`src/rtl/core/elrc_pkg.sv`:
```
`timescale 1ns / 1ps
`default_nettype none
// ----------------------------------------------------------------------------
// elrc_pkg
// Types and constants shared by the event log ring blocks.
// ----------------------------------------------------------------------------
package elrc_pkg;

  typedef enum logic [1:0] {
    ACT_PUSH     = 2'd0,
    ACT_FETCH    = 2'd1,
    ACT_COMMIT   = 2'd2,
    ACT_ROLLBACK = 2'd3
  } elrc_action_t;

  typedef enum logic [1:0] {
    CFG_MARKER_ID     = 2'd0,
    CFG_MARKER_TYPE   = 2'd1,
    CFG_MARKER_MODULE = 2'd2,
    CFG_MARKER_ERROR  = 2'd3
  } elrc_cfg_idx_t;

  localparam int unsigned CFG_IDX_W  = 2;
  localparam int unsigned CFG_DATA_W = 16;
  localparam int unsigned TIME_W     = 32;
  localparam int unsigned INFO_W     = 48;

  localparam logic [15:0] MARKER_ID_RST     = 16'd1;
  localparam logic [7:0]  MARKER_TYPE_RST   = 8'd3;
  localparam logic [7:0]  MARKER_MODULE_RST = 8'd0;
  localparam logic [15:0] MARKER_ERROR_RST  = 16'd1;

  typedef struct packed {
    logic [1:0]  action;
    logic [31:0] event_time;
    logic [7:0]  event_type;
    logic [7:0]  event_module;
    logic [15:0] event_id;
    logic [15:0] event_error;
  } elrc_in_t;

  typedef struct packed {
    logic        found;
    logic [31:0] out_time;
    logic [7:0]  out_type;
    logic [7:0]  out_module;
    logic [15:0] out_id;
    logic [15:0] out_error;
    logic        overwrote;
    logic        is_empty;
  } elrc_out_t;

  typedef struct packed {
    logic time_we;
    logic info_we;
    logic rd_en;
  } elrc_mem_ctl_t;

  // entry info word: error [47:32], id [31:16], module [15:8], type [7:0]
  function automatic logic [INFO_W-1:0] pack_info(input logic [7:0]  typ,
                                                  input logic [7:0]  modl,
                                                  input logic [15:0] id,
                                                  input logic [15:0] err);
    return {err, id, modl, typ};
  endfunction

endpackage
`default_nettype wire

```
`src/rtl/core/elrc_ctrl.sv`:
```
`timescale 1ns / 1ps
`default_nettype none
// ----------------------------------------------------------------------------
// elrc_ctrl
// Pointer state, marker registers and the sequencer that drives the store.
// ----------------------------------------------------------------------------
module elrc_ctrl
  import elrc_pkg::*;
#(
  parameter int unsigned DEPTH = 64,
  parameter int unsigned AW    = 6,
  parameter int unsigned FW    = 7
) (
  input  wire logic                   clk,
  input  wire logic                   rst_n,
  input  wire logic                   in_valid,
  output logic                        in_stall,
  input  wire elrc_in_t               in_data,
  output logic                        out_valid,
  input  wire logic                   out_stall,
  output elrc_out_t                   out_data,
  input  wire logic                   cfg_valid,
  input  wire logic [CFG_IDX_W-1:0]   cfg_index,
  input  wire logic [CFG_DATA_W-1:0]  cfg_data,
  output elrc_mem_ctl_t               mem_ctl,
  output logic      [AW-1:0]          wr_addr,
  output logic      [TIME_W-1:0]      wr_time,
  output logic      [INFO_W-1:0]      wr_info,
  output logic      [AW-1:0]          rd_addr,
  input  wire logic [TIME_W-1:0]      rd_time,
  input  wire logic [INFO_W-1:0]      rd_info
);

  typedef enum logic [2:0] {
    ST_CLEAR,
    ST_IDLE,
    ST_DROP,
    ST_MARK,
    ST_FETCH,
    ST_COMMIT,
    ST_DONE
  } state_t;

  localparam logic [AW-1:0] LAST_POS  = AW'(DEPTH - 1);
  localparam logic [FW-1:0] FREE_MAX  = FW'(DEPTH);
  localparam logic [FW-1:0] FREE_RST  = FW'(DEPTH - 1);

  function automatic logic [AW-1:0] next_pos(input logic [AW-1:0] p);
    return (p == LAST_POS) ? '0 : AW'(p + 1'b1);
  endfunction

  state_t          state_r, state_nxt;
  logic [AW-1:0]   wp_r, wp_nxt;
  logic [AW-1:0]   cp_r, cp_nxt;
  logic [AW-1:0]   rp_r, rp_nxt;
  logic [FW-1:0]   free_r, free_nxt;
  logic [AW-1:0]   clr_r, clr_nxt;
  elrc_out_t       res_r, res_nxt;
  elrc_out_t       out_data_r, out_data_nxt;
  logic            out_valid_r, out_valid_nxt;
  logic [15:0]     mk_id_r;
  logic [7:0]      mk_type_r;
  logic [7:0]      mk_module_r;
  logic [15:0]     mk_error_r;
  logic            in_take;
  logic            out_free;
  logic [AW-1:0]   wp_adv;

  assign in_stall = (state_r != ST_IDLE);
  assign in_take  = in_valid && !in_stall;
  assign out_free = !out_valid_r || !out_stall;
  assign wp_adv   = next_pos(wp_r);

  always_comb begin
    state_nxt     = state_r;
    wp_nxt        = wp_r;
    cp_nxt        = cp_r;
    rp_nxt        = rp_r;
    free_nxt      = free_r;
    clr_nxt       = clr_r;
    res_nxt       = res_r;
    out_data_nxt  = out_data_r;
    out_valid_nxt = out_valid_r && out_stall;
    mem_ctl       = '0;
    wr_addr       = cp_r;
    wr_time       = '0;
    wr_info       = '0;
    rd_addr       = rp_r;

    unique case (state_r)
      ST_CLEAR: begin
        mem_ctl.time_we = 1'b1;
        mem_ctl.info_we = 1'b1;
        wr_addr         = clr_r;
        clr_nxt         = next_pos(clr_r);
        if (clr_r == LAST_POS) begin
          state_nxt = ST_IDLE;
        end
      end
      ST_IDLE: begin
        if (in_take) begin
          res_nxt = '0;
          unique case (in_data.action)
            ACT_PUSH: begin
              mem_ctl.time_we = 1'b1;
              mem_ctl.info_we = 1'b1;
              wr_addr         = wp_r;
              wr_time         = in_data.event_time;
              wr_info         = pack_info(in_data.event_type, in_data.event_module,
                                          in_data.event_id, in_data.event_error);
              if (free_r != '0) begin
                free_nxt = FW'(free_r - 1'b1);
              end
              wp_nxt    = wp_adv;
              state_nxt = (wp_adv == cp_r) ? ST_DROP : ST_DONE;
            end
            ACT_FETCH: begin
              mem_ctl.rd_en = 1'b1;
              state_nxt     = ST_FETCH;
            end
            ACT_COMMIT: begin
              state_nxt = ST_COMMIT;
            end
            ACT_ROLLBACK: begin
              rp_nxt    = cp_r;
              state_nxt = ST_DONE;
            end
          endcase
        end
      end
      ST_DROP: begin
        mem_ctl.time_we = 1'b1;
        mem_ctl.info_we = 1'b1;
        if (free_r < FREE_MAX) begin
          free_nxt = FW'(free_r + 1'b1);
        end
        cp_nxt    = next_pos(cp_r);
        state_nxt = ST_MARK;
      end
      ST_MARK: begin
        // marker keeps its timestamp
        mem_ctl.info_we   = 1'b1;
        wr_addr           = next_pos(cp_r);
        wr_info           = pack_info(mk_type_r, mk_module_r, mk_id_r, mk_error_r);
        res_nxt.overwrote = 1'b1;
        state_nxt         = ST_DONE;
      end
      ST_FETCH: begin
        if (rd_info[31:16] != '0) begin
          res_nxt.found      = 1'b1;
          res_nxt.out_time   = rd_time;
          res_nxt.out_type   = rd_info[7:0];
          res_nxt.out_module = rd_info[15:8];
          res_nxt.out_id     = rd_info[31:16];
          res_nxt.out_error  = rd_info[47:32];
          rp_nxt             = next_pos(rp_r);
        end
        state_nxt = ST_DONE;
      end
      ST_COMMIT: begin
        if (cp_r == rp_r) begin
          state_nxt = ST_DONE;
        end else begin
          mem_ctl.time_we = 1'b1;
          mem_ctl.info_we = 1'b1;
          if (free_r < FREE_MAX) begin
            free_nxt = FW'(free_r + 1'b1);
          end
          cp_nxt = next_pos(cp_r);
        end
      end
      ST_DONE: begin
        if (out_free) begin
          out_data_nxt          = res_r;
          out_data_nxt.is_empty = (free_r >= FREE_RST);
          out_valid_nxt         = 1'b1;
          state_nxt             = ST_IDLE;
        end
      end
      default: begin
        state_nxt = ST_IDLE;
      end
    endcase
  end

  always_ff @(posedge clk) begin
    if (!rst_n) begin
      state_r     <= ST_CLEAR;
      wp_r        <= LAST_POS;
      cp_r        <= LAST_POS;
      rp_r        <= LAST_POS;
      free_r      <= FREE_RST;
      clr_r       <= '0;
      out_valid_r <= 1'b0;
    end else begin
      state_r     <= state_nxt;
      wp_r        <= wp_nxt;
      cp_r        <= cp_nxt;
      rp_r        <= rp_nxt;
      free_r      <= free_nxt;
      clr_r       <= clr_nxt;
      out_valid_r <= out_valid_nxt;
    end
  end

  always_ff @(posedge clk) begin
    res_r      <= res_nxt;
    out_data_r <= out_data_nxt;
  end

  always_ff @(posedge clk) begin
    if (!rst_n) begin
      mk_id_r     <= MARKER_ID_RST;
      mk_type_r   <= MARKER_TYPE_RST;
      mk_module_r <= MARKER_MODULE_RST;
      mk_error_r  <= MARKER_ERROR_RST;
    end else if (cfg_valid) begin
      unique case (elrc_cfg_idx_t'(cfg_index))
        CFG_MARKER_ID:     mk_id_r     <= cfg_data;
        CFG_MARKER_TYPE:   mk_type_r   <= cfg_data[7:0];
        CFG_MARKER_MODULE: mk_module_r <= cfg_data[7:0];
        CFG_MARKER_ERROR:  mk_error_r  <= cfg_data;
      endcase
    end
  end

  assign out_valid = out_valid_r;
  assign out_data  = out_data_r;

endmodule
`default_nettype wire

```
`config.mk`:
```
export PLATFORM = sky130hd
export DESIGN_NAME = elrc_ctrl
export DESIGN_NICKNAME = d
export VERILOG_FILES = /design/src/rtl/core/elrc_pkg.sv /design/src/rtl/core/elrc_ctrl.sv
export SDC_FILE = /design/constraint.sdc
export NUM_CORES = 1
export LEC_CHECK = 0
export BUFFER_PORTS_ARGS = -buffer_cell sky130_fd_sc_hd__buf_2
export CAP_MARGIN = 5
export CORE_ASPECT_RATIO = 0.6
export CORE_MARGIN = 5
export CORE_UTILIZATION = 30
export DETAILED_ROUTE_END_ITERATION = 12
export PLACE_DENSITY = 0.53
export SLEW_MARGIN = 20
export SYNTH_ARGS = -nofsm -noshare
export SYNTH_HDL_FRONTEND = slang
export SYNTH_SLANG_ARGS = --single-unit
```
`constraint.sdc`:
```
create_clock -name clk -period 6.3 [get_ports clk]
set_input_delay 0.63 -clock clk [delete_from_list [all_inputs] [get_ports clk]]
set_output_delay 0.63 -clock clk [all_outputs]
set_load 0.01 [all_outputs]
```
==> insert_results.sql <==
INSERT INTO impl_metrics (metric_group, metric, value, unit) VALUES
('status', 'run_status', 'finished, final reports clean', ''),
('grt', 'globalRouteTotalUtil', '0.1566', ''),
('floorplan', 'fp-row-count', '53', ''),
('placement', 'io_buffer_count', '364', ''),
('cts', 'cts.repair.resized', '0', ''),
('critical_path', 'worst-setup-path-type', 'register to output pin', ''),
('cts', 'cts_hold_buf', '0', ''),
('logic_synthesis', 'post_synth_xor_area_fraction', '0.01787', ''),
('logic_synthesis', 'yosysUniqueCellTypes', '74', ''),
('critical_path', 'r2r_slack', '3.11', 'ns'),
('min_path', 'hold_class', 'primary input to register', ''),
('cts', 'clock_path_buffers', '3', ''),
('timing', 'worst_pin_slew', '1.097', 'ns'),
('logic_synthesis', 'synth.avg_cell_area', '11.53', 'um^2'),
('routing', 'route.detailed.vias_per_inst', '4.853', ''),
('critical_path', 'crit-reg2reg-capture', 'res_r[37]', ''),
('logic_synthesis', 'simple_gate_fraction_of_synth_area', '0.1710', ''),
('routing', 'via_count', '8474', ''),
('logic_synthesis', 'syn-instance-count', '929', ''),
('placement', 'detailedPlacementHpwl', '24680', 'um'),
('floorplan', 'floorplan.die.height', '156.4', 'um'),
('critical_path', 'critical_path.cell_chain', 'and4bb_2 -> and2_4 -> o21ai_0 -> a222oi_1 -> nand2_1 -> buf_2', ''),
('critical_path', 'path_depth', '6', ''),
('logic_synthesis', 'synth_compound_area_frac', '0.1310', ''),
('timing', 'grt_setup_unrepaired', 'no', ''),
('finish', 'final_nets', '1463', ''),
('timing', 'timing.hold.ws', '0.3409', 'ns'),
('logic_synthesis', 'synth.top_cell.area_share', '0.4625', ''),
('timing', 'setup-tns-final', '0', 'ns'),
('pwr', 'worst_ir_drop_vdd', '193.8', 'uV'),
('critical_path', 'worst_setup_path_start_kind', 'register', ''),
('cts', 'post-cts-setup-buffer-count', '0', ''),
('logic_synthesis', 'number_of_warnings_issued_by_yosys', '0', ''),
('logic_synthesis', 'synth.yosys.seq_area_share', '0.6175', ''),
('critical_path', 'critical_path.endpoint_type', 'output pin', ''),
('logic_synthesis', 'post_synth_mux_area_share', '0.01191', ''),
('critical_path', 'critical-path-slowest-cell', 'and4bb_2', ''),
('cts', 'clkTransAtPathRegs', '0.07', 'ns'),
('timing', 'slew_viol_final', '0', ''),
('finish', 'areaGrowthSynthToFinish', '27.89', '%'),
('cts', 'clk_root_buffer_cell', 'clkbuf_16', ''),
('logic_synthesis', 'synth_area', '10710', 'um^2'),
('timing', 'fin_crit', '4.269', 'ns'),
('logic_synthesis', 'combinational_family_with_the_most_area_after_synthesis', 'simple AND/OR/NAND/NOR gates', ''),
('placement', 'place_congestion', '0.9013', ''),
('logic_synthesis', 'top_post_synthesis_cells_by_area', 'edfxtp_1 46%, dfxtp_1 16%, and2_1 5.0%', ''),
('routing', 'drtIter0Drc', '554', ''),
('finish', 'layout-drive-gt1-share', '0.3349', ''),
('timing', 'maxSlewHeadroom', '0.2684', ''),
('pwr', 'pwr_dens', '313.6', 'nW/um^2'),
('critical_path', 'endpoint', 'wr_addr[5]', ''),
('grt', 'antenna_found_initial', '2', ''),
('routing', 'detail_route.wl_per_cell', '19.17', 'um'),
('critical_path', 'path_delay_family', 'simple AND/OR/NAND/NOR gates', ''),
('cts', 'cts_tree', 'built', ''),
('logic_synthesis', 'synth_top_cell_by_area', 'edfxtp_1', ''),
('logic_synthesis', 'share_of_synthesized_flip_flops_with_an_asynchronous_set_or_reset', '0', ''),
('logic_synthesis', 'synth.net_count', '1130', ''),
('critical_path', 'worstPathBufferInverterCount', '1', ''),
('routing', 'ant_nets', '0', ''),
('critical_path', 'worst_path_arrival', '3.64', 'ns'),
('timing', 'max_clock_freq', '234.2', 'MHz'),
('critical_path', 'crit_start', 'state_r[2]', ''),
('cts', 'clock_sink_count', '248', ''),
('floorplan', 'io_pins', '365', ''),
('grt', 'grt_overflow_total', '0', ''),
('routing', 'drcViolationCount', '0', ''),
('critical_path', 'r2r_start', 'state_r[2]', ''),
('timing', 'clock_skew', '0.01899', 'ns'),
('critical_path', 'critPathMaxStageDelay', '0.86', 'ns'),
('floorplan', 'chipWidth', '254.0', 'um');
## power by group
group	leakage [nW]	internal, mW	switching (mW)	total [mW]
Combinational	3.30	0.276	0.494	0.769
Sequential	2.18	1.98	0.0896	2.07
Clock	0.388	0.839	0.623	1.46
## sequential cells by signal (all words and copies together) (netlist names)
register     count
mk_type_r        8
mk_module_r      8
rd_addr          6
res_r           82
cp_r             6
wp_r             6
free_r           7
state_r          3
mk_error_r      16
mk_id_r         16
clr_r            6
out_valid        1
out_data        83
## cell usage after synthesis, drive strengths merged, types with 15 or more instances
master,number
a21oi,59
a22o,50
and2,86
and3,38
buf,16
clkbuf,46
dfxtp,83
edfxtp,165
ha,15
inv,16
nand2,121
nand3,21
nor2,38
o21ai,24
## area by class of cell
| class | instances | area (um^2) |
|---|---|---|
| inverters | 17 | 63.81 |
| well taps | 467 | 584.3 |
| clock buffers | 30 | 634.4 |
| fillers | 3477 | 21440 |
| multi-input cells | 602 | 3792 |
| diodes | 1 | 2.502 |
| clock inverters | 12 | 148.9 |
| repair buffers | 369 | 1859 |
| flip-flops and latches | 248 | 6616 |
## how the worst min path moves through the flow
stage	start	end	slack (ns)	depth (start not counted)
6_report	cfg_data[14]	mk_id_r[14]	0.34	3
5_1_grt	cfg_data[11]	mk_id_r[11]	0.32	3
4_1_cts	cfg_data[15]	mk_id_r[15]	0.32	3
3_5_place_dp	res_r[12]	out_data[12]	0.40	0
3_3_place_gp	res_r[59]	out_data[59]	0.40	0
2_1_floorplan	res_r[10]	out_data[10]	0.40	0
## metal layers
layer  part of all wire  vias up  track usage
met3              0.074       37      0.03738
met4              0.015        0      0.02555
met1               0.44     4103       0.2252
li1                   -     4059            -
met5                  0        -            0
met2               0.47      275       0.2463
## cells by family after synthesis
kind of cell / count (synthesis)
xor gates and xnor gates: 21
AOI/OAI and AO/OA: 197
DFF: 248
muxes: 12
buffers and inverters: 79
and+or+nand+nor: 356
adders and majority gates: 16
## layout by cell type, fill, tap and decap left out, types with 3 or more instances in the layout
| master | synthesis | layout |
|---|---|---|
| a31oi_1 | 3 | 3 |
| bufinv_16 | 0 | 3 |
| nand2b_1 | 8 | 8 |
| edfxtp_1 | 165 | 165 |
| clkinv_2 | 0 | 4 |
| a22o_1 | 50 | 50 |
| nand2_1 | 121 | 121 |
| nand3_1 | 21 | 21 |
| a211oi_1 | 8 | 8 |
| and2_1 | 85 | 84 |
| nor2_1 | 38 | 38 |
| mux2i_1 | 9 | 9 |
| inv_1 | 15 | 15 |
| nand4_1 | 6 | 6 |
| clkbuf_16 | 0 | 24 |
| o21ai_0 | 24 | 24 |
| o211ai_1 | 5 | 5 |
| a21o_1 | 4 | 4 |
| nand3b_1 | 3 | 3 |
| o311ai_0 | 3 | 3 |
| and3_1 | 38 | 38 |
| clkinv_1 | 1 | 3 |
| a22oi_1 | 3 | 3 |
| a211o_1 | 5 | 5 |
| ha_1 | 15 | 14 |
| nor4_1 | 5 | 5 |
| xnor2_1 | 9 | 9 |
| o221ai_1 | 3 | 3 |
| a21oi_1 | 57 | 56 |
| o31ai_1 | 3 | 3 |
| nor3_1 | 12 | 12 |
| dfxtp_1 | 83 | 83 |
| nor2b_1 | 3 | 3 |
| buf_2 | 13 | 364 |
| xor2_1 | 11 | 11 |
| clkbuf_1 | 40 | 4 |
| buf_4 | 0 | 5 |
## stage by stage
step	power (mW)	area (um^2)	instances	setup slack [ns]
2_1_floorplan	2.557	10710	929	0.8854
3_3_place_gp	2.866	12910	1703	1.862
3_5_place_dp	2.877	12910	1703	1.777
4_1_cts	4.354	13700	1745	1.641
5_1_grt	4.506	13700	1746	1.808
6_report	4.297	13700	1746	2.031
## tightest hold or removal path, stage by stage
cell     delay (ns)
buf_2          0.11
nand2_1        0.05
a21oi_1        0.05
Note: power is estimated with default switching activity, not from simulation.
